==> src/rtl/core/polar_line_intersect_macros.svh <==
// polar_line_intersect_macros.svh: assertion macros for the polar line intersection core
// used by polar_line_intersect.sv and pli_div_cell.sv; no other dependencies
// defining NO_ASSERTIONS turns every macro into an empty body
`ifndef POLAR_LINE_INTERSECT_MACROS_SVH
`define POLAR_LINE_INTERSECT_MACROS_SVH

`ifndef NO_ASSERTIONS
// same-cycle implication, checked outside reset
`define PLI_ASSERT_IMP(lbl, clk, rstn, ante, cons) \
    lbl: assert property (@(posedge clk) disable iff (!(rstn)) (ante) |-> (cons)) \
        else $error("%m: same-cycle check failed");
// next-cycle implication, checked outside reset
`define PLI_ASSERT_NXT(lbl, clk, rstn, ante, cons) \
    lbl: assert property (@(posedge clk) disable iff (!(rstn)) (ante) |=> (cons)) \
        else $error("%m: next-cycle check failed");
`else
`define PLI_ASSERT_IMP(lbl, clk, rstn, ante, cons)
`define PLI_ASSERT_NXT(lbl, clk, rstn, ante, cons)
`endif

`endif

==> src/rtl/core/pli_pkg.sv <==
// pli_pkg.sv: types, constants and angle/sine helpers of the polar line intersection core
// no dependencies; imported by every module of the core
`default_nettype none

package pli_pkg;

    // default widths
    localparam int RADIUS_BITS_DEF    = 14;
    localparam int SINE_FRAC_BITS_DEF = 15;
    localparam int THETA_W            = 9;
    localparam int POINT_W            = 32;

    // quarter-wave sine table, whole degrees 0..90
    localparam int QUARTER_N = 91;
    localparam int QIDX_W    = $clog2(QUARTER_N);

    // pi in Q30
    localparam longint unsigned PI_Q30 = 64'd3373259426;

    typedef logic [THETA_W-1:0] angle_t;

    localparam angle_t DEG_90  = 9'd90;
    localparam angle_t DEG_180 = 9'd180;
    localparam angle_t DEG_270 = 9'd270;
    localparam angle_t DEG_360 = 9'd360;
    localparam angle_t DEG_450 = 9'd450;

    // control bits that travel with an item down the divider chain
    typedef struct packed {
        logic valid;
        logic par;
        logic neg_x;
        logic neg_y;
    } pli_ctl_t;

    // one finished result item
    typedef struct packed {
        logic               clip;
        logic               par;
        logic [POINT_W-1:0] py;
        logic [POINT_W-1:0] px;
    } pli_res_t;

    // phi = (90 - theta) mod 360, theta first taken mod 360
    function automatic angle_t phi_of_theta(input angle_t theta);
        angle_t t;
        t = (theta >= DEG_360) ? theta - DEG_360 : theta;
        return (t <= DEG_90) ? DEG_90 - t : DEG_450 - t;
    endfunction

    // angle of the cosine: (p + 90) mod 360
    function automatic angle_t cos_angle(input angle_t p);
        return (p >= DEG_270) ? p - DEG_270 : p + DEG_90;
    endfunction

    // (pb - pa) mod 360; the 9-bit wrap gives the right value below 512
    function automatic angle_t diff_angle(input angle_t pa, input angle_t pb);
        return (pb >= pa) ? pb - pa : pb + DEG_360 - pa;
    endfunction

    // sine of whole degree d (0..90) by Taylor series in Q30, rounded to frac bits
    function automatic longint unsigned sine_q(input int unsigned d, input int unsigned frac);
        longint unsigned x;
        longint unsigned term;
        longint unsigned prod;
        longint unsigned v;
        longint          sum;
        int              k;
        if (d >= 90) begin
            v = 64'd1 << 30;
        end else begin
            x    = (longint'(d) * PI_Q30 + 64'd90) / 64'd180;
            sum  = longint'(x);
            term = x;
            for (k = 1; k < 16; k++) begin
                if (term != 64'd0) begin
                    prod = (term * x) >> 30;
                    prod = (prod * x) >> 30;
                    case (k)
                        1:       term = prod / 64'd6;
                        2:       term = prod / 64'd20;
                        3:       term = prod / 64'd42;
                        4:       term = prod / 64'd72;
                        5:       term = prod / 64'd110;
                        6:       term = prod / 64'd156;
                        7:       term = prod / 64'd210;
                        8:       term = prod / 64'd272;
                        9:       term = prod / 64'd342;
                        10:      term = prod / 64'd420;
                        11:      term = prod / 64'd506;
                        12:      term = prod / 64'd600;
                        13:      term = prod / 64'd702;
                        14:      term = prod / 64'd812;
                        default: term = prod / 64'd930;
                    endcase
                    if (k[0]) begin
                        sum = sum - longint'(term);
                    end else begin
                        sum = sum + longint'(term);
                    end
                end
            end
            v = longint'(sum);
        end
        if (frac < 30) begin
            v = (v + (64'd1 << (29 - frac))) >> (30 - frac);
        end
        return v;
    endfunction

endpackage

`default_nettype wire

==> src/rtl/core/pli_sine_lut.sv <==
// pli_sine_lut.sv: registered sine lookup for a whole-degree angle 0..359
// quarter-wave constant table folded by quadrant; uses pli_pkg
`default_nettype none

module pli_sine_lut
    import pli_pkg::*;
#(
    parameter int SINE_FRAC_BITS = SINE_FRAC_BITS_DEF
) (
    input  wire                              aclk,
    input  wire                              en,
    input  wire angle_t                      angle,
    output logic signed [SINE_FRAC_BITS+1:0] sine
);

    localparam int MW = SINE_FRAC_BITS + 1;
    localparam int SW = SINE_FRAC_BITS + 2;

    logic [MW-1:0]        quarter [QUARTER_N];
    angle_t               fold;
    logic                 neg;
    logic [MW-1:0]        mag;
    logic signed [SW-1:0] sine_reg;
    logic signed [SW-1:0] sine_next;

    // constant quarter-wave table
    for (genvar i = 0; i < QUARTER_N; i++) begin : g_quarter
        localparam logic [MW-1:0] QV = MW'(sine_q(i, SINE_FRAC_BITS));
        assign quarter[i] = QV;
    end

    // quadrant fold and signed lookup
    always_comb begin
        neg  = 1'b0;
        fold = angle;
        if (angle <= DEG_90) begin
            fold = angle;
        end else if (angle <= DEG_180) begin
            fold = DEG_180 - angle;
        end else if (angle <= DEG_270) begin
            fold = angle - DEG_180;
            neg  = 1'b1;
        end else begin
            fold = DEG_360 - angle;
            neg  = 1'b1;
        end
        mag       = quarter[fold[QIDX_W-1:0]];
        sine_next = neg ? -$signed({1'b0, mag}) : $signed({1'b0, mag});
    end

    always_ff @(posedge aclk) begin
        if (en) begin
            sine_reg <= sine_next;
        end
    end

    assign sine = sine_reg;

endmodule

`default_nettype wire

==> src/rtl/core/pli_front.sv <==
// pli_front.sv: six-stage front end: angles, sine lookups, Cramer products and
// divider operands (2|n| + |d| over 2|d|); uses pli_pkg and pli_sine_lut
`default_nettype none

module pli_front
    import pli_pkg::*;
#(
    parameter int RADIUS_BITS    = RADIUS_BITS_DEF,
    parameter int SINE_FRAC_BITS = SINE_FRAC_BITS_DEF
) (
    input  wire                                            aclk,
    input  wire                                            aresetn,
    input  wire                                            en,
    input  wire                                            in_valid,
    input  wire angle_t                                    theta_a,
    input  wire logic signed [RADIUS_BITS-1:0]             r_a,
    input  wire angle_t                                    theta_b,
    input  wire logic signed [RADIUS_BITS-1:0]             r_b,
    output pli_ctl_t                                       ctl_out,
    output logic [RADIUS_BITS+SINE_FRAC_BITS+1:0]          num_x,
    output logic [RADIUS_BITS+SINE_FRAC_BITS+1:0]          num_y,
    output logic [SINE_FRAC_BITS+1:0]                      den
);

    localparam int SW   = SINE_FRAC_BITS + 2;
    localparam int PW   = RADIUS_BITS + SINE_FRAC_BITS + 2;
    localparam int AW   = PW - 1;
    localparam int DAW  = SINE_FRAC_BITS + 1;
    localparam int DPW  = SINE_FRAC_BITS + 2;
    localparam int NSTG = 6;

    logic [NSTG-1:0] vld_reg, vld_next;

    // stage 1: line angles
    angle_t pa_reg, pb_reg, pa_next, pb_next;
    logic signed [RADIUS_BITS-1:0] ra1_reg, rb1_reg;

    // stage 2: the five lookup angles
    angle_t ang_sa_reg, ang_ca_reg, ang_sb_reg, ang_cb_reg, ang_d_reg;
    angle_t ang_ca_next, ang_cb_next, ang_d_next;
    logic signed [RADIUS_BITS-1:0] ra2_reg, rb2_reg;

    // stage 3: sines (registered in the lookups)
    logic signed [SW-1:0] sa, ca, sb, cb, dv;
    logic signed [RADIUS_BITS-1:0] ra3_reg, rb3_reg;

    // stage 4: products
    logic signed [PW-1:0] asb_reg, bsa_reg, bca_reg, acb_reg;
    logic signed [PW-1:0] asb_next, bsa_next, bca_next, acb_next;
    logic signed [SW-1:0] d4_reg;

    // stage 5: numerators
    logic signed [PW-1:0] nx5_reg, ny5_reg, nx5_next, ny5_next;
    logic signed [SW-1:0] d5_reg;

    // stage 6: divider operands
    logic [AW-1:0]  absx, absy;
    logic [DAW-1:0] absd;
    logic [PW-1:0]  nx6_reg, ny6_reg, nx6_next, ny6_next;
    logic [DPW-1:0] den6_reg, den6_next;
    logic           negx6_reg, negy6_reg, par6_reg;
    logic           negx6_next, negy6_next, par6_next;

    // item valid bits, one per stage
    assign vld_next = {vld_reg[NSTG-2:0], in_valid};

    always_ff @(posedge aclk) begin
        if (!aresetn) begin
            vld_reg <= '0;
        end else if (en) begin
            vld_reg <= vld_next;
        end
    end

    // stage logic
    always_comb begin
        pa_next     = phi_of_theta(theta_a);
        pb_next     = phi_of_theta(theta_b);
        ang_ca_next = cos_angle(pa_reg);
        ang_cb_next = cos_angle(pb_reg);
        ang_d_next  = diff_angle(pa_reg, pb_reg);
        asb_next    = PW'(ra3_reg) * PW'(sb);
        bsa_next    = PW'(rb3_reg) * PW'(sa);
        bca_next    = PW'(rb3_reg) * PW'(ca);
        acb_next    = PW'(ra3_reg) * PW'(cb);
        nx5_next    = asb_reg - bsa_reg;
        ny5_next    = bca_reg - acb_reg;
        absx        = AW'(nx5_reg[PW-1] ? -nx5_reg : nx5_reg);
        absy        = AW'(ny5_reg[PW-1] ? -ny5_reg : ny5_reg);
        absd        = DAW'(d5_reg[SW-1] ? -d5_reg : d5_reg);
        nx6_next    = {absx, 1'b0} + PW'(absd);
        ny6_next    = {absy, 1'b0} + PW'(absd);
        den6_next   = {absd, 1'b0};
        negx6_next  = nx5_reg[PW-1] ^ d5_reg[SW-1];
        negy6_next  = ny5_reg[PW-1] ^ d5_reg[SW-1];
        par6_next   = (d5_reg == '0);
    end

    // payload registers
    always_ff @(posedge aclk) begin
        if (en) begin
            pa_reg     <= pa_next;
            pb_reg     <= pb_next;
            ra1_reg    <= r_a;
            rb1_reg    <= r_b;
            ang_sa_reg <= pa_reg;
            ang_sb_reg <= pb_reg;
            ang_ca_reg <= ang_ca_next;
            ang_cb_reg <= ang_cb_next;
            ang_d_reg  <= ang_d_next;
            ra2_reg    <= ra1_reg;
            rb2_reg    <= rb1_reg;
            ra3_reg    <= ra2_reg;
            rb3_reg    <= rb2_reg;
            asb_reg    <= asb_next;
            bsa_reg    <= bsa_next;
            bca_reg    <= bca_next;
            acb_reg    <= acb_next;
            d4_reg     <= dv;
            nx5_reg    <= nx5_next;
            ny5_reg    <= ny5_next;
            d5_reg     <= d4_reg;
            nx6_reg    <= nx6_next;
            ny6_reg    <= ny6_next;
            den6_reg   <= den6_next;
            negx6_reg  <= negx6_next;
            negy6_reg  <= negy6_next;
            par6_reg   <= par6_next;
        end
    end

    // sine lookups
    pli_sine_lut #(.SINE_FRAC_BITS(SINE_FRAC_BITS)) u_lut_sa (
        .aclk(aclk), .en(en), .angle(ang_sa_reg), .sine(sa)
    );
    pli_sine_lut #(.SINE_FRAC_BITS(SINE_FRAC_BITS)) u_lut_ca (
        .aclk(aclk), .en(en), .angle(ang_ca_reg), .sine(ca)
    );
    pli_sine_lut #(.SINE_FRAC_BITS(SINE_FRAC_BITS)) u_lut_sb (
        .aclk(aclk), .en(en), .angle(ang_sb_reg), .sine(sb)
    );
    pli_sine_lut #(.SINE_FRAC_BITS(SINE_FRAC_BITS)) u_lut_cb (
        .aclk(aclk), .en(en), .angle(ang_cb_reg), .sine(cb)
    );
    pli_sine_lut #(.SINE_FRAC_BITS(SINE_FRAC_BITS)) u_lut_d (
        .aclk(aclk), .en(en), .angle(ang_d_reg), .sine(dv)
    );

    // hand-off to the divider chain
    always_comb begin
        ctl_out.valid = vld_reg[NSTG-1];
        ctl_out.par   = par6_reg;
        ctl_out.neg_x = negx6_reg;
        ctl_out.neg_y = negy6_reg;
    end

    assign num_x = nx6_reg;
    assign num_y = ny6_reg;
    assign den   = den6_reg;

endmodule

`default_nettype wire

==> config.mk <==
export PLATFORM = sky130hd
export DESIGN_NAME = pli_front
export DESIGN_NICKNAME = d
export VERILOG_FILES = /design/src/rtl/core/polar_line_intersect_macros.svh /design/src/rtl/core/pli_pkg.sv /design/src/rtl/core/pli_sine_lut.sv /design/src/rtl/core/pli_front.sv
export SDC_FILE = /design/constraint.sdc
export NUM_CORES = 2
export LEC_CHECK = 0
export ABC_AREA = 1
export BUFFER_PORTS_ARGS = -buffer_cell sky130_fd_sc_hd__clkbuf_2
export CELL_PAD_IN_SITES_DETAIL_PLACEMENT = 0
export CELL_PAD_IN_SITES_GLOBAL_PLACEMENT = 1
export CORE_ASPECT_RATIO = 1.5
export CORE_MARGIN = 2
export CORE_UTILIZATION = 39
export DETAILED_ROUTE_END_ITERATION = 8
export PLACE_DENSITY = 0.76
export SLEW_MARGIN = 20
export SYNTH_ARGS = -nofsm -noshare
export SYNTH_HDL_FRONTEND = slang
export SYNTH_HIERARCHICAL = 1
export SYNTH_SLANG_ARGS = --single-unit
==> constraint.sdc <==
create_clock -name aclk -period 7.77 [get_ports aclk]
set_clock_uncertainty 0.15 [all_clocks]
set_input_delay 1.1655 -clock aclk [delete_from_list [all_inputs] [get_ports aclk]]
set_output_delay 1.1655 -clock aclk [all_outputs]
set_load 0.01 [all_outputs]
# Word level (Yosys, flattened, before mapping)
# Memories as Yosys holds them, arrays and structs flattened.
# Index checks and enable logic that the tools add are counted.
dict set report totals {
  mem_bits_ro 10240
  out_inout_bits 83
  regBits 539
  mem_count 5
  input_bits 50
}
# memory depth width read_ports rd_clocked_by_memory_dff write_ports line
set mem_list {}
lappend mem_list {{(no name shown)} 128 16 1 0 0 pli_sine_lut.sv:47} ;# mag = quarter[fold[QIDX_W-1:0]];
lappend mem_list {{(no name shown)} 128 16 1 0 0 pli_sine_lut.sv:47}
lappend mem_list {{(no name shown)} 128 16 1 0 0 pli_sine_lut.sv:47}
lappend mem_list {{(no name shown)} 128 16 1 0 0 pli_sine_lut.sv:47}
lappend mem_list {{(no name shown)} 128 16 1 0 0 pli_sine_lut.sv:47}
dict set report op_classes {
  magnitude_cmp 27
  mul 4
  n_bitwise 7
  muxes 50
  n_reduce_logical 1
  add_sub_neg 40
}
# cell n
set op_table {}
lappend op_table {{16-bit two-way mux} 16}
lappend op_table {{14-bit by 17-bit multiplier with 31-bit output} 4}
lappend op_table {{7-bit two-way mux} 15}
lappend op_table {{16-bit negation with 17-bit output} 5}
lappend op_table {{9-bit by 7-bit <= comparator with 1-bit output, second input constant} 7}
lappend op_table {{9-bit two-way mux} 7}
lappend op_table {{31-bit by 16-bit adder with 31-bit output} 2}
lappend op_table {{31-bit subtractor} 2}
lappend op_table {{30-bit two-way mux} 2}
lappend op_table {{30-bit negation} 2}
lappend op_table {{9-bit by 8-bit <= comparator with 1-bit output, second input constant} 5}
lappend op_table {{9-bit <= comparator, second input constant} 5}
lappend op_table {{8-bit >= comparator, second input constant} 5}
lappend op_table {{7-bit inverter with 8-bit output} 5}
lappend op_table {{9-bit >= comparator, second input constant} 4}
lappend op_table {{9-bit subtractor, second input constant} 4}
lappend op_table {{6-bit by 7-bit subtractor with 7-bit output, first input constant} 5}
lappend op_table {{7-bit by 6-bit subtractor with 7-bit output, second input constant} 5}
lappend op_table {{7-bit subtractor, first input constant} 5}
lappend op_table {{9-bit by 7-bit adder with 9-bit output, second input constant} 2}
lappend op_table {{7-bit by 9-bit subtractor with 9-bit output, first input constant} 2}
lappend op_table {{9-bit subtractor} 2}
lappend op_table {{9-bit subtractor, first input constant} 2}
lappend op_table {{17-bit logical NOT} 1}
lappend op_table {{5 further kinds} 15}

# Longest topological paths before layout
dict set report logic_depth {
  ltp_word 10
  mapped_depth 33
}

# Modules after synthesis
# The synthesis kept the hierarchy.
# module area_per_inst_um2 cells_each n_inst
set by_module_without_submodules {}
lappend by_module_without_submodules {pli_front 60820.8 7141 1}
lappend by_module_without_submodules {{pli_sine_lut at u_lut_cb ...} 3554.7 617 3}
lappend by_module_without_submodules {{pli_sine_lut at u_lut_ca} 3657.3 655 1}
lappend by_module_without_submodules {{pli_sine_lut at u_lut_sb} 3562.2 617 1}

# Worst setup path after synthesis
# OpenSTA, ideal clock, no wires.
dict set report synth_path {
  path_type {register to register}
  start {reg rb3_reg[4]}
  end {reg bca_reg[30], data pin}
  synth_period_minus_slack_ps 6193
  n_path_buf 2
  setup_time_ps 262
  setup_slack_ps 1577
  t_required_ps 7358
  t_arrival_ps 5780
  path_stages_with_launch 26
  cell_sequence {edfxtp_1 clkbuf_1 clkbuf_1 nand2_1 inv_1 fa_1 inv_1 fa_1 inv_1 fa_1 fa_1 fa_1 inv_1 fa_1 inv_1 ha_1 nand2_1 nor2_1 inv_1 nor2_1 nand3_1 nand3_1 nand2_1 nand2_1 a21oi_1 xor2_1}
}
dict set report synth_via {
  elab_chain_cells 1
}
# element line
set synth_rtl {}
lappend synth_rtl {{start: declaration} pli_front.sv:45} ;# logic signed [RADIUS_BITS-1:0] ra3_reg, rb3_reg;
lappend synth_rtl {{start signal: assignment} pli_front.sv:114} ;# rb3_reg <= rb2_reg;
lappend synth_rtl {{14-bit by 17-bit multiplier with 31-bit output} pli_front.sv:84} ;# bca_next = PW'(rb3_reg) * PW'(ca);
lappend synth_rtl {{named net bca_next[30]} pli_front.sv:49} ;# logic signed [PW-1:0] asb_next, bsa_next, bca_next, acb_next;
lappend synth_rtl {{end signal: assignment} pli_front.sv:117} ;# bca_reg <= bca_next;
lappend synth_rtl {{end: declaration} pli_front.sv:48} ;# logic signed [PW-1:0] asb_reg, bsa_reg, bca_reg, acb_reg;
# The timed path passes the listed nets, and every way through them passes these cells.
# A chain may end at the register's enable or synchronous reset.

# Worst setup path after layout
dict set report layout_path {
  start {reg rb3_reg[10]}
  end {reg bca_reg[29], data pin}
}
# Same word-level chain as after synthesis.

==> flow_metrics.env <==
export IMPL_fillers=20700
export IMPL_io_buffers=131
export IMPL_cts_made_buffers=59
export IMPL_rsz0062_at_grt="false"
export IMPL_post_cts_resized=0
export IMPL_slew_headroom_pct=28.7
export IMPL_dieHeight_um=554
export IMPL_worst_r2r_path_depth=19
export IMPL_synth_flop_cell="edfxtp_1"
export IMPL_crit_type="reg2reg"
export IMPL_arrival_ps=7030
export IMPL_path_clk_slew_ps=80
export IMPL_wl_met2_um=122000
export IMPL_hold_depth=0
export IMPL_track_usage_pct=22.8
export IMPL_status="finished, final reports clean"
export IMPL_synth_edf_count=529
export IMPL_cts_setup_buffers=0
export IMPL_critPathLaunchType="register"
export IMPL_dr_first_iter_drc_count=3968
export IMPL_post_route_drc_count=0
export IMPL_syn_area_um2=78700
export IMPL_min_from="rb1_reg[3]"
export IMPL_route_met3_wl_um=8500
export IMPL_first_pass_iters=5
export IMPL_die_area_um2=205000
export IMPL_area_growth_pct=5.68
export IMPL_worstSkewPairLatency_ps=710
export IMPL_slew_viol_final=0
export IMPL_rr_endpoint="bca_reg[29]"
export IMPL_period_share_pct=86.5
export IMPL_wl_met1_um=85900
export IMPL_cap_violations=0
export IMPL_grt_pass1_vias=67700
export IMPL_synth_seq_cells=535
export IMPL_crit_slowest_cell="edfxtp_1"
export IMPL_finalSetupViolations=0
export IMPL_synth_warnings=6
export IMPL_min_period_ps=6720
export IMPL_ios=133
export IMPL_crit_path_frequent_cell="fa_1"
export IMPL_hold_path_end="rb2_reg[3]"
export IMPL_fmaxAchievable_mhz=149
export IMPL_fin_setup_tns_ps=0
export IMPL_clock_root_buffer="clkbuf_16"
export IMPL_syn_nets=11700
export IMPL_cts_tree="yes"
export IMPL_synth_seq_area_share_pct=20.3
export IMPL_final_common_cell="nand2_1"
export IMPL_end_kind="register"
export IMPL_row_count=202
export IMPL_hold_viol=0
export IMPL_die_w_um=371
export IMPL_postRouteAntennaNets=0
export IMPL_wl_um=232000
export IMPL_rr_startpoint="rb3_reg[10]"
export IMPL_routed_top_layer="met5"
export IMPL_critPathBufInv=4
export IMPL_antenna_found_initial=6
export IMPL_vias=64900
export IMPL_grt_first_pass_wirelength_um=369000
export IMPL_hold_buffers=0
export IMPL_cts_max_level=2
export IMPL_worst_path_largest_cell_delay_ps=1020
export IMPL_routedWlPerCell_um=18.1
export IMPL_netlist_cell_type_count=67
export IMPL_fp_coreArea_um2=201000
export IMPL_syn_inst=10300
export IMPL_final_cell_mix="nand2_1 (2709), inv_1 (2205), fa_1 (934)"
export IMPL_clock_sinks=535
export IMPL_min_path_type="reg2reg"
export IMPL_place_congestion=0.968
export IMPL_grt_max_degree=138
export IMPL_critPathMaxFanout=21
export IMPL_drive_above_1_share_pct=6.42
export IMPL_worst_slew_pin_slew_ps=1070
export IMPL_rrSetupSlack_ps=1050
export IMPL_synthArstFlopShare_pct=0
export IMPL_dpl_hpwl_um=189000
export IMPL_critPathTopFamily="adder cells"
export IMPL_post_drt_via_cell_ratio=5.05
export IMPL_crit_path_cell_trace="buf_4 -> nand2_1 -> fa_1 -> inv_1 -> fa_1 -> fa_1 -> fa_1 -> fa_1 -> inv_1 -> fa_1 -> inv_1 -> ha_1 -> a21oi_1 -> a21boi_0 -> o21ai_0 -> a221oi_1 -> nand2_1 -> nand2_1 -> nand2_1"
export IMPL_avgSynthCellArea_um2=7.67
export IMPL_start_util_pct=39.1
export IMPL_gr_total_overflow=0
export IMPL_required_ps=8080
export IMPL_cts_buffer_depth=3
export IMPL_final_nets=11600
==> cell families after synthesis <==
| kind of cell | Yosys count | synth area share (%) |
|---|---|---|
| AO/OA/AOI/OAI | 851 | 6.32 |
| AND/OR/NAND/NOR | 4454 | 24.3 |
| XOR/XNOR | 382 | 4.26 |
| buffers and inverters | 2623 | 13.4 |
| other | 1 | 0.00476 |
| flip-flops | 535 | 20.3 |
| adder cells (fa/ha/maj) | 1418 | 31.5 |
==> layout make-up <==
cell class	instances	area, um2	area share (%)
Multi-Input combinational cell	7106	52200	62.8
Sequential cell	535	16000	19.2
Inverter	2275	8550	10.3
Tap cell	2652	3320	3.99
Clock buffer	65	1500	1.80
Timing Repair Buffer	183	1090	1.31
Clock inverter	42	495	0.596
Antenna cell	1	2.50	0.00301
==> synth_stat cells (all sizes together), types with 36 or more instances <==
cell type,n,share of area (%)
buf,164,1.6
nand4,85,0.68
xor2,257,2.9
a21oi,357,2.4
ha,484,7.7
clkbuf,184,0.88
o21ai,296,1.9
o211ai,42,0.41
edfxtp,529,20
xnor2,125,1.4
inv,2268,11
nor3,44,0.29
nand3,756,5.0
nor2,644,3.5
nand2,2853,14
nand3b,36,0.34
fa,934,24
==> stage by stage <==
stage | hold slack (ps) | worst slack, ps | std cells | cell area [um2] | utilization [%]
2_1_floorplan | 250 | 1580 | 10300 | 78700 | -
3_3_place_gp | 251 | 1050 | 12800 | 81200 | 40.3
3_5_place_dp | 255 | 1070 | 12800 | 81200 | 40.3
4_1_cts | 265 | 1060 | 12900 | 83200 | 41.3
5_1_grt | 273 | 646 | 12900 | 83200 | 41.3
6_report | 261 | 1050 | 12900 | 83200 | 41.3
==> worst max path at each step <==
stage	from	end	slack, ps	cells after the start
after floorplan	rb3_reg[4]	bca_reg[30]	1580	25
after global placement	u_lut_ca/sine[16]	bca_reg[30]	1050	23
after detailed placement	u_lut_ca/sine[16]	bca_reg[30]	1070	23
after CTS	u_lut_ca/sine[16]	bca_reg[30]	1060	23
after global routing	u_lut_ca/sine[16]	bca_reg[30]	650	23
final	rb3_reg[10]	bca_reg[29]	1050	19
==> per-layer routing <==
| metal | GRT usage (%) | up-vias |
|---|---|---|
| met5 | 0 | - |
| met4 | 13.3 | 2 |
| met3 | 1.69 | 534 |
| met2 | 42.4 | 1719 |
| met1 | 25.1 | 31500 |
| li1 | - | 31200 |
Power is not shown: default switching activity piles up to over one toggle a cycle in this logic, so the estimate is an artifact.
