===== config.mk =====
export PLATFORM = sky130hd
export DESIGN_NAME = pli_div_cell
export DESIGN_NICKNAME = d
export VERILOG_FILES = /design/src/rtl/core/pli_pkg.sv /design/src/rtl/core/pli_div_cell.sv
export VERILOG_INCLUDE_DIRS = /design/src /design/src/rtl/core
export SDC_FILE = /design/constraint.sdc
export NUM_CORES = 1
export LEC_CHECK = 0
export BUFFER_PORTS_ARGS = -buffer_cell sky130_fd_sc_hd__buf_4
export CAP_MARGIN = 0
export CORE_MARGIN = 2
export CORE_UTILIZATION = 42
export DETAILED_ROUTE_END_ITERATION = 8
export PLACE_DENSITY = 0.83
export SLEW_MARGIN = 20
export SYNTH_ARGS = -nofsm -noshare
export SYNTH_HDL_FRONTEND = slang
export SYNTH_SLANG_ARGS = --single-unit

===== constraint.sdc =====
create_clock -name aclk -period 5.5 [get_ports aclk]
set_input_delay 0.275 -clock aclk [delete_from_list [all_inputs] [get_ports aclk]]
set_output_delay 0.275 -clock aclk [all_outputs]
set_load 0.005 [all_outputs]

===== src/rtl/core/polar_line_intersect_macros.svh =====
// polar_line_intersect_macros.svh: assertion macros for the polar line intersection core
// used by polar_line_intersect.sv and pli_div_cell.sv; no other dependencies
// defining NO_ASSERTIONS turns every macro into an empty body
`ifndef POLAR_LINE_INTERSECT_MACROS_SVH
`define POLAR_LINE_INTERSECT_MACROS_SVH

`ifndef NO_ASSERTIONS
// same-cycle implication, checked outside reset
`define PLI_ASSERT_IMP(lbl, clk, rstn, ante, cons) \
    lbl: assert property (@(posedge clk) disable iff (!(rstn)) (ante) |-> (cons)) \
        else $error("%m: same-cycle check failed");
// next-cycle implication, checked outside reset
`define PLI_ASSERT_NXT(lbl, clk, rstn, ante, cons) \
    lbl: assert property (@(posedge clk) disable iff (!(rstn)) (ante) |=> (cons)) \
        else $error("%m: next-cycle check failed");
`else
`define PLI_ASSERT_IMP(lbl, clk, rstn, ante, cons)
`define PLI_ASSERT_NXT(lbl, clk, rstn, ante, cons)
`endif

`endif


===== src/rtl/core/pli_pkg.sv =====
// pli_pkg.sv: types, constants and angle/sine helpers of the polar line intersection core
// no dependencies; imported by every module of the core
`default_nettype none

package pli_pkg;

    // default widths
    localparam int RADIUS_BITS_DEF    = 14;
    localparam int SINE_FRAC_BITS_DEF = 15;
    localparam int THETA_W            = 9;
    localparam int POINT_W            = 32;

    // quarter-wave sine table, whole degrees 0..90
    localparam int QUARTER_N = 91;
    localparam int QIDX_W    = $clog2(QUARTER_N);

    // pi in Q30
    localparam longint unsigned PI_Q30 = 64'd3373259426;

    typedef logic [THETA_W-1:0] angle_t;

    localparam angle_t DEG_90  = 9'd90;
    localparam angle_t DEG_180 = 9'd180;
    localparam angle_t DEG_270 = 9'd270;
    localparam angle_t DEG_360 = 9'd360;
    localparam angle_t DEG_450 = 9'd450;

    // control bits that travel with an item down the divider chain
    typedef struct packed {
        logic valid;
        logic par;
        logic neg_x;
        logic neg_y;
    } pli_ctl_t;

    // one finished result item
    typedef struct packed {
        logic               clip;
        logic               par;
        logic [POINT_W-1:0] py;
        logic [POINT_W-1:0] px;
    } pli_res_t;

    // phi = (90 - theta) mod 360, theta first taken mod 360
    function automatic angle_t phi_of_theta(input angle_t theta);
        angle_t t;
        t = (theta >= DEG_360) ? theta - DEG_360 : theta;
        return (t <= DEG_90) ? DEG_90 - t : DEG_450 - t;
    endfunction

    // angle of the cosine: (p + 90) mod 360
    function automatic angle_t cos_angle(input angle_t p);
        return (p >= DEG_270) ? p - DEG_270 : p + DEG_90;
    endfunction

    // (pb - pa) mod 360; the 9-bit wrap gives the right value below 512
    function automatic angle_t diff_angle(input angle_t pa, input angle_t pb);
        return (pb >= pa) ? pb - pa : pb + DEG_360 - pa;
    endfunction

    // sine of whole degree d (0..90) by Taylor series in Q30, rounded to frac bits
    function automatic longint unsigned sine_q(input int unsigned d, input int unsigned frac);
        longint unsigned x;
        longint unsigned term;
        longint unsigned prod;
        longint unsigned v;
        longint          sum;
        int              k;
        if (d >= 90) begin
            v = 64'd1 << 30;
        end else begin
            x    = (longint'(d) * PI_Q30 + 64'd90) / 64'd180;
            sum  = longint'(x);
            term = x;
            for (k = 1; k < 16; k++) begin
                if (term != 64'd0) begin
                    prod = (term * x) >> 30;
                    prod = (prod * x) >> 30;
                    case (k)
                        1:       term = prod / 64'd6;
                        2:       term = prod / 64'd20;
                        3:       term = prod / 64'd42;
                        4:       term = prod / 64'd72;
                        5:       term = prod / 64'd110;
                        6:       term = prod / 64'd156;
                        7:       term = prod / 64'd210;
                        8:       term = prod / 64'd272;
                        9:       term = prod / 64'd342;
                        10:      term = prod / 64'd420;
                        11:      term = prod / 64'd506;
                        12:      term = prod / 64'd600;
                        13:      term = prod / 64'd702;
                        14:      term = prod / 64'd812;
                        default: term = prod / 64'd930;
                    endcase
                    if (k[0]) begin
                        sum = sum - longint'(term);
                    end else begin
                        sum = sum + longint'(term);
                    end
                end
            end
            v = longint'(sum);
        end
        if (frac < 30) begin
            v = (v + (64'd1 << (29 - frac))) >> (30 - frac);
        end
        return v;
    endfunction

endpackage

`default_nettype wire


===== src/rtl/core/pli_div_cell.sv =====
// pli_div_cell.sv: one cell of the restoring divider chain, one quotient bit per
// lane (x and y share the divisor); uses pli_pkg and the assertion macros
`default_nettype none

`include "polar_line_intersect_macros.svh"

module pli_div_cell
    import pli_pkg::*;
#(
    parameter int RADIUS_BITS    = RADIUS_BITS_DEF,
    parameter int SINE_FRAC_BITS = SINE_FRAC_BITS_DEF
) (
    input  wire                                       aclk,
    input  wire                                       aresetn,
    input  wire                                       en,
    input  wire pli_ctl_t                             ctl_in,
    input  wire logic [SINE_FRAC_BITS+1:0]            den_in,
    input  wire logic [SINE_FRAC_BITS+1:0]            rem_x_in,
    input  wire logic [RADIUS_BITS+SINE_FRAC_BITS+1:0] num_x_in,
    input  wire logic [SINE_FRAC_BITS+1:0]            rem_y_in,
    input  wire logic [RADIUS_BITS+SINE_FRAC_BITS+1:0] num_y_in,
    output pli_ctl_t                                  ctl_out,
    output logic [SINE_FRAC_BITS+1:0]                 den_out,
    output logic [SINE_FRAC_BITS+1:0]                 rem_x_out,
    output logic [RADIUS_BITS+SINE_FRAC_BITS+1:0]     num_x_out,
    output logic [SINE_FRAC_BITS+1:0]                 rem_y_out,
    output logic [RADIUS_BITS+SINE_FRAC_BITS+1:0]     num_y_out
);

    localparam int NPW = RADIUS_BITS + SINE_FRAC_BITS + 2;
    localparam int DPW = SINE_FRAC_BITS + 2;

    logic [DPW:0]   trial_x, trial_y;
    logic           fit_x, fit_y;
    pli_ctl_t       ctl_reg;
    logic [DPW-1:0] den_reg;
    logic [DPW-1:0] rem_x_reg, rem_y_reg, rem_x_next, rem_y_next;
    logic [NPW-1:0] num_x_reg, num_y_reg, num_x_next, num_y_next;

    // shift in the next numerator bit, subtract when the divisor fits
    always_comb begin
        trial_x    = {rem_x_in, num_x_in[NPW-1]};
        trial_y    = {rem_y_in, num_y_in[NPW-1]};
        fit_x      = (trial_x >= {1'b0, den_in});
        fit_y      = (trial_y >= {1'b0, den_in});
        rem_x_next = DPW'(fit_x ? trial_x - {1'b0, den_in} : trial_x);
        rem_y_next = DPW'(fit_y ? trial_y - {1'b0, den_in} : trial_y);
        num_x_next = {num_x_in[NPW-2:0], fit_x};
        num_y_next = {num_y_in[NPW-2:0], fit_y};
    end

    // control
    always_ff @(posedge aclk) begin
        if (!aresetn) begin
            ctl_reg <= '0;
        end else if (en) begin
            ctl_reg <= ctl_in;
        end
    end

    // payload
    always_ff @(posedge aclk) begin
        if (en) begin
            den_reg   <= den_in;
            rem_x_reg <= rem_x_next;
            rem_y_reg <= rem_y_next;
            num_x_reg <= num_x_next;
            num_y_reg <= num_y_next;
        end
    end

    assign ctl_out   = ctl_reg;
    assign den_out   = den_reg;
    assign rem_x_out = rem_x_reg;
    assign num_x_out = num_x_reg;
    assign rem_y_out = rem_y_reg;
    assign num_y_out = num_y_reg;

    // partial remainders stay below the divisor for a real item
    `PLI_ASSERT_IMP(a_rem_below_den, aclk, aresetn, ctl_reg.valid && !ctl_reg.par, (rem_x_reg < den_reg) && (rem_y_reg < den_reg))

endmodule

`default_nettype wire


; After elaboration in Yosys (flattened, before gate mapping)
; Cells that the tools add are included.
[classes]
n_lt_le_gt_ge = 2
n_mul = 0
add_sub_neg = 2
n_mux = 2
n_shift = 0
eq_ne = 0
n_reduce_logical = 0
div = 0
bitwise = 0
[ops]
columns = cell, count
row1 = 18-bit by 17-bit greater-or-equal comparator with 1-bit output, 2
row2 = 17-bit 2-to-1 mux, 2
row3 = 17-bit subtractor, 2
[totals]
elab_cells = 15
memories = 0
inputBits = 120
out_inout_bits = 117
reg_bits = 117
latch_bits = 0
romBits = 0
mem_bits_rw = 0

; Longest topological paths before layout
; Gate-level depths: netlist (run 1).
[logic_depth]
ltp_word = 2
mapped_depth = 12
depth_no_buf = 11

; Least setup slack after synthesis (run 1)
; No wires, ideal clock.
[synth_path]
path_type = input port to flip-flop
start = input num_y_in[30]
end = register rem_y_reg[12] (netlist: rem_y_out[12]), data pin
path_buffers = 1
path_slack_ns = 2.969
path_stages = 11
arrival_time_ns = 2.270
setup_ns = 0.260
t_required_ns = 5.240
cell_sequence = inv_1 ha_1 inv_1 fa_1 a21o_1 and2_1 o31a_2 o21ai_4 inv_2 buf_6 mux2_4
[synth_between]
elab_chain_len = 2
elab_cells_between_ends = 3
classes_between = 1 x add/sub / 1 x order compare / 1 x mux
[synth_rtl]
columns = element, line_no
row1 = start: declaration, pli_div_cell.sv:21  ; input wire logic [RADIUS_BITS+SINE_FRAC_BITS+1:0] num_y_in,
row2 = 18-bit by 17-bit greater-or-equal comparator with 1-bit output, pli_div_cell.sv:45  ; fit_y = (trial_y >= {1'b0, den_in});
row3 = named net fit_y, pli_div_cell.sv:34  ; logic fit_x, fit_y;
row4 = 17-bit 2-to-1 mux, pli_div_cell.sv:47  ; rem_y_next = DPW'(fit_y ? trial_y - {1'b0, den_in} : trial_y);
row5 = named net rem_y_next[12], pli_div_cell.sv:37  ; logic [DPW-1:0] rem_x_reg, rem_y_reg, rem_x_next, rem_y_next;
row6 = end signal: assignment, pli_div_cell.sv:66  ; rem_y_reg <= rem_y_next;
row7 = end: declaration, pli_div_cell.sv:37
; The timed path passes the listed nets, and every way through them passes these cells.
; A chain may end at the register's enable or synchronous reset.

; Final worst setup path (run 1)
[layout_path]
start = input num_y_in[30]
end = register rem_y_reg[8] (netlist: rem_y_out[8]), data pin
[layout_between]
elab_chain_len = 2
elab_cells_between_ends = 3
classes_between = 1 x add/sub / 1 x order compare / 1 x mux
[layout_rtl]
columns = element, line_no
row1 = 17-bit subtractor / 18-bit by 17-bit greater-or-equal comparator with 1-bit output (equally long branches), "pli_div_cell.sv:47, pli_div_cell.sv:45"
row2 = 17-bit 2-to-1 mux *, pli_div_cell.sv:47
row3 = named net rem_y_next[8], pli_div_cell.sv:37
; Mark *: on every way through the listed nets, which the timed path passes. The rest lies on a longest branch.

==> impl_metrics.env, run 1 <==
export IMPL_starting_density_of_the_core_pct=43.4
export IMPL_critical_path_required_ns=5.66
export IMPL_cts_tree="done"
export IMPL_antenna_diode_count=0
export IMPL_avgSynthCellArea_um2=13.2
export IMPL_dr_pass1_iters=4
export IMPL_layout_area_seq_mm2=0.00347
export IMPL_root_buffer="clkbuf_16"
export IMPL_dpl_hpwl_mm=13.1
export IMPL_hold_viol=0
export IMPL_report_final_setup_viol=0
export IMPL_cts_reportedPaths_clkPinSlew_ns=0.05
export IMPL_path_common_cell="inv_1"
export IMPL_crit_type="input pin to register"
export IMPL_multiInputGateArea_mm2=0.00217
export IMPL_drt_antenna_violating_nets=0
export IMPL_placedCellCount=843
export IMPL_route_detailed_wl_per_inst_um=18.9
export IMPL_initial_antenna_violation_count=0
export IMPL_vertical_die_dimension_um=122
export IMPL_post_cts_resized=0
export IMPL_synth_edf_count=113
export IMPL_cellPowerDensity_mw_per_mm2=329
export IMPL_post_cts_repair_setup_buffers=0
export IMPL_detail_route_vias_per_cell=5.25
export IMPL_flop_and_latch_count_out_of_synthesis=117
export IMPL_gp_congestion=0.845
export IMPL_critPathMaxFanout=18
export IMPL_synth_cell_area_mm2=0.00582
export IMPL_post_cts_hold_buffer_count=0
export IMPL_power_static_leakage_uw=0.00361
export IMPL_ys_async_sr_fraction_pct=0
export IMPL_final_layout_size_suffix_gt1_share_pct=42.8
export IMPL_slowest_stage_delay_on_critical_path_ns=0.43
export IMPL_detailedRoute_firstIterationViolations=290
export IMPL_cap_violations=0
export IMPL_rows=42
export IMPL_final_core_utilization_pct=62.0
export IMPL_portion_of_the_post_synthesis_area_used_by_sequential_elements_pct=59.7
export IMPL_clkLatencyLatePin_ns=0.41
export IMPL_vias=4579
export IMPL_place_port_buffers=236
export IMPL_area_growth_synth_to_final_pct=42.9
export IMPL_timing_hold_worst_class="input pin to register"
export IMPL_core_box_area_mm2=0.0134
export IMPL_max_slew_margin_pct=47.4
export IMPL_yosys_cell_types_count=61
export IMPL_synthesis_instances=442
export IMPL_finalMaxSlewViolations=0
export IMPL_grt_remaining_overflow=0
export IMPL_crit_path_top_delay_cell="o21ai_4"
export IMPL_setup_worst_path_end_class="register"
export IMPL_instances_no_fill=873
export IMPL_fmax_mhz=380
export IMPL_yosysWarningCount=0
export IMPL_global_route_wire_length_before_repair_mm=24.6
export IMPL_route_detailed_drc=0
export IMPL_final_setup_skew_ns=0
export IMPL_rsz_0062_raised_after_global_routing="false"
export IMPL_dieArea_mm2=0.0148
export IMPL_synthFlopType="edfxtp_1"
export IMPL_fillers=1027
export IMPL_cp_cell_sequence="buf_4 > inv_1 > ha_1 > inv_1 > fa_1 > a21o_1 > and2_1 > o31a_2 > o21ai_4 > inv_2 > mux2_4"
export IMPL_crit_arrival_ns=2.79
export IMPL_tightestPinTransition_ns=0.788
export IMPL_cts_htree_levels=4
export IMPL_final_min_clock_period_ns=2.63
export IMPL_final_period_utilization_pct=47.8
export IMPL_peakVddDrop_mv=0.179
export IMPL_pin_count_of_the_biggest_net_entering_global_routing=64
export IMPL_tritoncts_num_buffers=17
export IMPL_start_kind="input pin"
export IMPL_dieWidth_um=122
export IMPL_groute_usage_overall_pct=22.4
export IMPL_detail_route_wirelength_mm=16.5
export IMPL_ioPinCount=237
export IMPL_finish_net_count=842
export IMPL_first_global_vias=4660
export IMPL_syn_nets=598
export IMPL_cts_buffer_depth=2
export IMPL_tns_ns=0
export IMPL_status="complete, no violations"
export IMPL_clkSinkCount=117
## per-stage QoR
stage	area, µm²	hold slack, ns	setup slack, ns	power, µW
after floorplan	5820	0.374	2.97	1390
after global routing	8310	0.0260	2.71	2840
after CTS	8310	0.0204	2.89	2750
after detailed placement	7740	0.454	2.46	1680
final	8310	0.0357	2.87	2730
after global placement	7740	0.454	2.52	1660
## worst max-delay path, delay by kind of cell
family,cells,cell delay (ns)
compound gates,3,0.97
fa+ha+maj,2,0.55
buf+inv,4,0.48
mux,1,0.35
simple gates,1,0.17
## layout by cell type, fill, tap and decap left out, drive strengths merged, types with 3 or more instances in the layout
master     n
a2111oi    3
a211oi     4
a21o      15
a21oi     26
a31oi      3
and2       5
and4       4
buf      237
bufinv     3
clkbuf    19
clkinv     6
dfxtp      4
edfxtp   113
ha        34
inv       26
mux2      21
mux2i      4
nand2     34
nand3     14
nor2      15
nor2b      9
nor3       3
nor3b      3
o211ai     3
o21a      10
o21ai     19
o31ai      6
or2        3
xnor2     15
xor2       4
## registers in the layout, indices dropped and copies added, names as in the netlist
register	cells
rem_y_out	17
den_out	17
rem_x_out	17
num_y_out	31
ctl_out	4
num_x_out	31
## cells in the mapped netlist (all sizes together), types with 5 or more instances
cell | instances | share of area (%)
a21o | 15 | 1.9
a21oi | 26 | 2.2
and2 | 5 | 0.56
buf | 8 | 1.0
edfxtp | 113 | 58
ha | 34 | 7.3
inv | 26 | 1.7
mux2 | 21 | 4.3
nand2 | 34 | 2.2
nand3 | 14 | 1.2
nor2 | 15 | 0.97
nor2b | 9 | 0.97
o21a | 10 | 1.3
o21ai | 19 | 1.9
o31ai | 6 | 0.77
xnor2 | 15 | 2.3
## path summary, 6_finish.rpt
check / start / endpoint / slack, ns / depth (start not counted)
setup / recovery: num_y_in[30] / rem_y_out[8] / 2.87 / 11
hold reg to reg: ctl_out[2] / ctl_out[2] / 0.52 / 2
hold / removal: num_y_in[3] / num_y_out[4] / 0.04 / 1
setup reg to reg: ctl_out[3] / ctl_out[3] / 4.87 / 2
## power by group
part / switching, µW / internal (µW)
Combinational: 253 / 290
Sequential: 28.6 / 1090
Clock: 370 / 699
Total: 651 / 2080
## logic make-up (layout without fill, tap and decap cells)
family,count (synthesis),after routing,synth area share (%)
xor+xnor,19,19,2.86
buf+inv,38,293,2.95
fa+ha+maj,36,36,8.00
mux,25,25,5.01
compound gates,109,109,13.0
simple gates,98,98,8.43
flops,117,117,59.7
## area by class of cell
type                    count  share of cell area [%]
repair buffers            237                    21.4
inverters                  26                    1.17
flip-flops and latches    117                    41.8
well taps                 176                    2.65
clock inverters            11                    1.64
clock buffers              19                    5.21
multi-input cells         287                    26.1
## per-layer routing
metal / part of all wire [%] / vias up / global-route usage, % / routed length [µm]
met4: 3.9 / 0 / 11.8 / 639
met5: 0 / - / 0 / 0
met1: 37 / 2153 / 24.4 / 6150
li1: - / 2183 / - / -
met2: 50 / 201 / 39.0 / 8300
met3: 8.3 / 42 / 7.16 / 1370
(Power assumes the default switching activity.)
==> inputs of run 2 (changes only) <==
Settings changed: ABC_AREA from default to 1, PLACE_DENSITY 0.83 to 0.82.
Clock period 5.5 ns to 2.69 ns, I/O delays scaled along.
==> run 2 against run 1 <==
Critical path depth is 4 higher. First-iteration DRC count up 9.0%. Sequential share of layout area shrank 6.7 points. Clock power up 110%. Critical path type unchanged. Critical endpoint is now rem_x_out[13]. Largest cell class unchanged.
==> impl_metrics.env, run 2 <==
export IMPL_hp_start="rem_y_in[1]"
export IMPL_route_layer_met1_wl_mm=8.02
export IMPL_core_box_area_mm2=0.0151
export IMPL_dieArea_mm2=0.0163
export IMPL_finish_net_count=1204
export IMPL_status="complete, no violations"
export IMPL_global_route_wire_length_before_repair_mm=32.1
export IMPL_root_buffer="clkbuf_16"
export IMPL_initial_antenna_violation_count=0
export IMPL_dpl_hpwl_mm=14.6
export IMPL_area_growth_synth_to_final_pct=53.4
export IMPL_top_layer_used="met4"
export IMPL_final_min_clock_period_ns=2.32
export IMPL_starting_density_of_the_core_pct=42.7
export IMPL_syn_nets=864
export IMPL_finalWorstSetupSlack_ns=0.368
export IMPL_avgSynthCellArea_um2=9.10
export IMPL_met3_wire_length_mm=1.53
export IMPL_leading_cell_type_in_the_layout_fill_and_taps_excluded="nand2_1"
export IMPL_timing_hold_ws_ns=0.0370
export IMPL_tightestPinTransition_ns=0.548
export IMPL_post_cts_repair_setup_buffers=0
export IMPL_post_cts_hold_buffer_count=85
export IMPL_synth_most_common_cell="nand2_1"
export IMPL_placedCellCount=1132
export IMPL_crit_path_from="den_in[0]"
export IMPL_yosys_cell_types_count=33
export IMPL_final_core_utilization_pct=65.5
export IMPL_final_period_utilization_pct=86.3
export IMPL_path_common_cell="nand2_1"
export IMPL_place_port_buffers=236
export IMPL_tns_ns=0
export IMPL_power_static_leakage_uw=0.00496
export IMPL_rows=45
export IMPL_detailroute_wirelength_met2_mm=11.1
export IMPL_vertical_die_dimension_um=128
export IMPL_cts_buffer_depth=2
export IMPL_critical_path_required_ns=2.85
export IMPL_final_layout_size_suffix_gt1_share_pct=30.4
export IMPL_reg2reg_from="ctl_out[0]"
export IMPL_fmax_mhz=431
export IMPL_yosys_area_top_type_share_pct=52.7
export IMPL_yosysWarningCount=0
export IMPL_synthesis_instances=708
export IMPL_clkLatencyLatePin_ns=0.42
export IMPL_first_global_vias=6124
export IMPL_groute_usage_overall_pct=26.2
export IMPL_tritoncts_num_buffers=17
export IMPL_gp_congestion=0.909
export IMPL_ys_async_sr_fraction_pct=0
export IMPL_cts_htree_levels=4
export IMPL_crit_path_top_delay_cell="dlygate4sd3_1"
export IMPL_synth_edf_count=113
export IMPL_instances_no_fill=1249
export IMPL_finalMaxSlewViolations=0
export IMPL_pin_count_of_the_biggest_net_entering_global_routing=38
export IMPL_detail_route_wirelength_mm=21.4
export IMPL_setup_worst_path_end_class="register"
export IMPL_netlist_top_cells_count="242 x nand2_1, 116 x inv_1, 113 x edfxtp_1"
export IMPL_flop_and_latch_count_out_of_synthesis=117
export IMPL_route_detailed_wl_per_inst_um=17.1
export IMPL_detail_route_vias_per_cell=4.87
export IMPL_peakVddDrop_mv=0.394
export IMPL_grt_remaining_overflow=0
export IMPL_synth_top_area_cell="edfxtp_1"
export IMPL_report_final_setup_viol=0
export IMPL_dr_pass1_iters=5
export IMPL_post_cts_resized=0
export IMPL_crit_arrival_ns=2.48
export IMPL_cap_violations=0
export IMPL_antenna_diode_count=0
export IMPL_synthTopCellsByArea="edfxtp_1 53%, nand2_1 14%, inv_1 6.8%, ha_1 6.6%, nand3_1 4.6%"
export IMPL_critPathMaxFanout=18
export IMPL_cts_tree="done"
export IMPL_drt_antenna_violating_nets=0
export IMPL_slowest_stage_delay_on_critical_path_ns=0.53
export IMPL_cellPowerDensity_mw_per_mm2=586
export IMPL_hold_viol=0
export IMPL_mostFrequentLayoutCells="242 x nand2_1, 241 x buf_4, 116 x inv_1, 113 x edfxtp_1, 85 x dlygate4sd3_1"
export IMPL_synth_cell_area_mm2=0.00644
export IMPL_ioPinCount=237
export IMPL_cts_reportedPaths_clkPinSlew_ns=0.06
export IMPL_route_detailed_drc=0
export IMPL_rsz_0062_raised_after_global_routing="false"
export IMPL_final_setup_skew_ns=0
export IMPL_vias=6086
export IMPL_dieWidth_um=128
export IMPL_dp_slack_ns=0.465
export IMPL_portion_of_the_post_synthesis_area_used_by_sequential_elements_pct=53.9
export IMPL_crit_type="input pin to register"
export IMPL_synthFlopType="edfxtp_1"
export IMPL_cp_cell_sequence="dlygate4sd3_1 > buf_4 > ha_1 > inv_1 > fa_1 > nand2_1 > nand2_1 > nand3_2 > nand2_2 > nand2_1 > nand2_2 > nand2_4 > nand2_4 > nand2_1 > nand2_1"
export IMPL_max_slew_margin_pct=63.4
export IMPL_clkSinkCount=117
export IMPL_timing_hold_worst_class="input pin to register"
export IMPL_detailedRoute_firstIterationViolations=316
export IMPL_start_kind="input pin"
run 2: cell types whose count changed after synthesis, moves of 9 or more:
cell	change
o21a_1	-9
inv_1	+92
nand2_2	+28
o21ai_0	-12
mux2_2	-17
nand3_1	+45
nand2_1	+208
xnor2_1	-13
nor2_1	+15
nor2b_1	-9
a21o_1	-15
run 2: critical path, delay by kind of cell:
kind / cells / cell delay (ns)
adders and majority gates: 2 / 0.54
buffers and inverters: 3 / 0.72
and+or+nand+nor: 10 / 1.10
run 2: cell type report:
cell class	instances	area, µm²
clock buffer	19	453
clock inverter	13	123
fill	1140	5200
inverter	120	450
multi-input combinational	464	2450
sequential	117	3470
tap	188	235
timing repair buffer	328	2700
run 2: logic make-up (layout without fill, tap and decap cells):
| family | count (synthesis) | in the layout | share of synthesized area, % |
|---|---|---|---|
| AO/OA/AOI/OAI | 26 | 26 | 2.17 |
| XOR/XNOR | 14 | 14 | 1.90 |
| adder cells (fa/ha/maj) | 36 | 36 | 7.22 |
| buffers and inverters | 127 | 480 | 8.08 |
| flip-flops | 117 | 117 | 53.9 |
| AND/OR/NAND/NOR | 388 | 388 | 26.7 |
run 2: final timing paths:
check | slack [ns] | cells past startpoint | endpoint
setup reg to reg | 1.41 | 3 | ctl_out[0]
hold / removal | 0.04 | 3 | rem_y_out[2]
hold reg to reg | 1.05 | 3 | ctl_out[2]
setup / recovery | 0.37 | 15 | rem_x_out[13]
run 2: metrics by stage:
stage                     power, µW  cell area [µm²]
after floorplan                2880             6440
after global placement         3460             8460
after detailed placement       3490             8460
after CTS                      5790             9880
after global routing           6040             9880
final                          5790             9880
run 2: layer usage:
metal,GRT usage [%],vias to the layer above
met4,12.3,0
met1,28.2,2818
met2,48.7,264
met5,0,-
met3,5.80,44
li1,-,2960
run 2: report_power, final:
part | switching [µW] | internal (µW)
logic | 677 | 636
registers | 62.1 | 2220
clock network | 870 | 1330
==> inputs of run 3 (changes only) <==
Settings changed: ABC_AREA 1 to 0, PLACE_DENSITY 0.82 to 0.83.
==> run 3 against run 2 <==
Critical path type unchanged. Sequential share of layout area increased by 2.5 points. Global-route usage up 0.48 points. Largest cell class unchanged. Hold slack got worse by 0.022 ns.
==> impl_metrics.env, run 3 (synthesized netlist as in run 1, its figures left out) <==
export IMPL_status="complete, no violations"
export IMPL_crit_arrival_ns=2.76
export IMPL_combPwrFrac_pct=22.4
export IMPL_clkLatencyLatePin_ns=0.41
export IMPL_clkSinkCount=117
export IMPL_critPathMaxFanout=6
export IMPL_intPower_uw=4180
export IMPL_final_period_utilization_pct=96.6
export IMPL_cap_violations=0
export IMPL_hold_viol=0
export IMPL_pin_count_of_the_biggest_net_entering_global_routing=50
export IMPL_final_setup_skew_ns=0
export IMPL_report_final_setup_viol=0
export IMPL_timing_hold_ws_ns=0.0151
export IMPL_drt_antenna_violating_nets=0
export IMPL_dpl_hpwl_mm=13.2
export IMPL_starting_density_of_the_core_pct=43.4
export IMPL_initial_antenna_violation_count=0
export IMPL_finalWorstSetupSlack_ns=0.0920
export IMPL_cts_reportedPaths_clkPinSlew_ns=0.06
export IMPL_placedCellCount=850
export IMPL_final_cell_area_mm2=0.00922
export IMPL_switching_power_uw=1470
export IMPL_mostFrequentLayoutCells="244 x buf_4, 113 x edfxtp_1, 82 x dlygate4sd3_1, 34 x nand2_1, 34 x ha_1"
export IMPL_dr_pass1_iters=5
export IMPL_place_port_buffers=236
export IMPL_dieArea_mm2=0.0148
export IMPL_vertical_die_dimension_um=122
export IMPL_root_buffer="clkbuf_16"
export IMPL_cellPowerDensity_mw_per_mm2=613
export IMPL_final_min_clock_period_ns=2.60
export IMPL_tightestPinTransition_ns=0.695
export IMPL_fillers=891
export IMPL_finish_net_count=932
export IMPL_groute_usage_overall_pct=26.7
export IMPL_cts_tree="done"
export IMPL_finalMaxSlewViolations=0
export IMPL_multiInputGateArea_mm2=0.00221
export IMPL_area_growth_synth_to_final_pct=58.5
export IMPL_crit_type="input pin to register"
export IMPL_global_route_wire_length_before_repair_mm=28.9
export IMPL_instances_no_fill=964
export IMPL_max_slew_margin_pct=52.5
export IMPL_setup_worst_path_end_class="register"
export IMPL_final_layout_size_suffix_gt1_share_pct=40.2
export IMPL_gp_congestion=0.881
export IMPL_layout_area_seq_mm2=0.00347
export IMPL_detail_route_wirelength_mm=19.7
export IMPL_first_global_vias=5168
export IMPL_detailedRoute_firstIterationViolations=431
export IMPL_cts_buffer_depth=2
export IMPL_rows=42
export IMPL_detail_route_vias_per_cell=5.24
export IMPL_cts_htree_levels=4
export IMPL_grt_remaining_overflow=0
export IMPL_power_static_leakage_uw=0.00400
export IMPL_timing_hold_worst_class="input pin to register"
export IMPL_peakVddDrop_mv=0.316
export IMPL_finalPower_uw=5650
export IMPL_tritoncts_num_buffers=17
export IMPL_p_clk_share_pct=36.8
export IMPL_vias=5053
export IMPL_start_kind="input pin"
export IMPL_switching_part_of_the_total_power_pct=26.0
export IMPL_route_detailed_wl_per_inst_um=20.4
export IMPL_dp_slack_ns=0.101
export IMPL_leading_cell_type_in_the_layout_fill_and_taps_excluded="buf_4"
export IMPL_core_box_area_mm2=0.0134
export IMPL_antenna_diode_count=0
export IMPL_critical_path_required_ns=2.86
export IMPL_ioPinCount=237
export IMPL_seq_power_share_pct=40.7
export IMPL_postPlaceCellArea_mm2=0.00781
export IMPL_fmax_mhz=385
export IMPL_dieWidth_um=122
export IMPL_route_detailed_drc=0
-- run 3: area by class of cell --
cell class	instances	share of cell area (%)
inverter	26	1.11
multi-input combinational	287	24.0
timing repair buffer	327	29.0
clock inverter	13	1.18
sequential	117	37.7
clock buffer	18	4.65
tap	176	2.39
-- run 3: routing by layer --
| layer | track usage, % | routed length [µm] | vias to the layer above | share of wire, % |
|---|---|---|---|---|
| met2 | 47.1 | 10100 | 278 | 51 |
| met3 | 7.96 | 1670 | 50 | 8.5 |
| li1 | - | - | 2356 | - |
| met5 | 0 | 0 | - | 0 |
| met1 | 29.7 | 7250 | 2369 | 37 |
| met4 | 12.0 | 686 | 0 | 3.5 |
-- run 3: through the flow --
stage | setup TNS, ns | util, %
after floorplan | 0 | -
after global placement | 0 | 58.3
after detailed placement | 0 | 58.3
after CTS | 0 | 68.4
after global routing | -0.0411 | 68.8
final | 0 | 68.8
-- run 3: final timing paths --
path                             startpoint       endpoint  slack (ns)  cells past startpoint
worst max-delay path              den_in[6]  rem_x_out[13]        0.09                      9
worst max register to register   ctl_out[3]     ctl_out[3]        1.50                      3
worst min register to register   ctl_out[0]     ctl_out[0]        0.53                      2
worst min-delay path            rem_y_in[9]  rem_y_out[10]        0.02                      3
-- run 3: critical path: stages --
cell	delay, ns
dlygate4sd3_1	0.57
buf_4	0.13
inv_1	0.08
ha_1	0.40
a2111o_1	0.49
o211ai_4	0.26
a211oi_1	0.14
or3_1	0.32
a31o_2	0.24
-- run 3: repair_timing --
item / in CTS / in global routing
endpoints found under the setup margin: 0 / 22
hold endpoints to repair: 82 / 0
setup buffers: 0 / 1
hold buffers: 82 / 0
gates resized for setup: 0 / 14
-- run 3: power by group through the flow --
| stage | combinational (µW) | sequential, µW | clock, µW |
|---|---|---|---|
| finish | 1270 | 2300 | 2080 |
| global route | 1370 | 2320 | 2170 |
| CTS | 1230 | 2290 | 2090 |
| detailed placement | 1130 | 2320 | 0 |
| global placement | 1100 | 2320 | 0 |
| floorplan | 503 | 2340 | 0 |
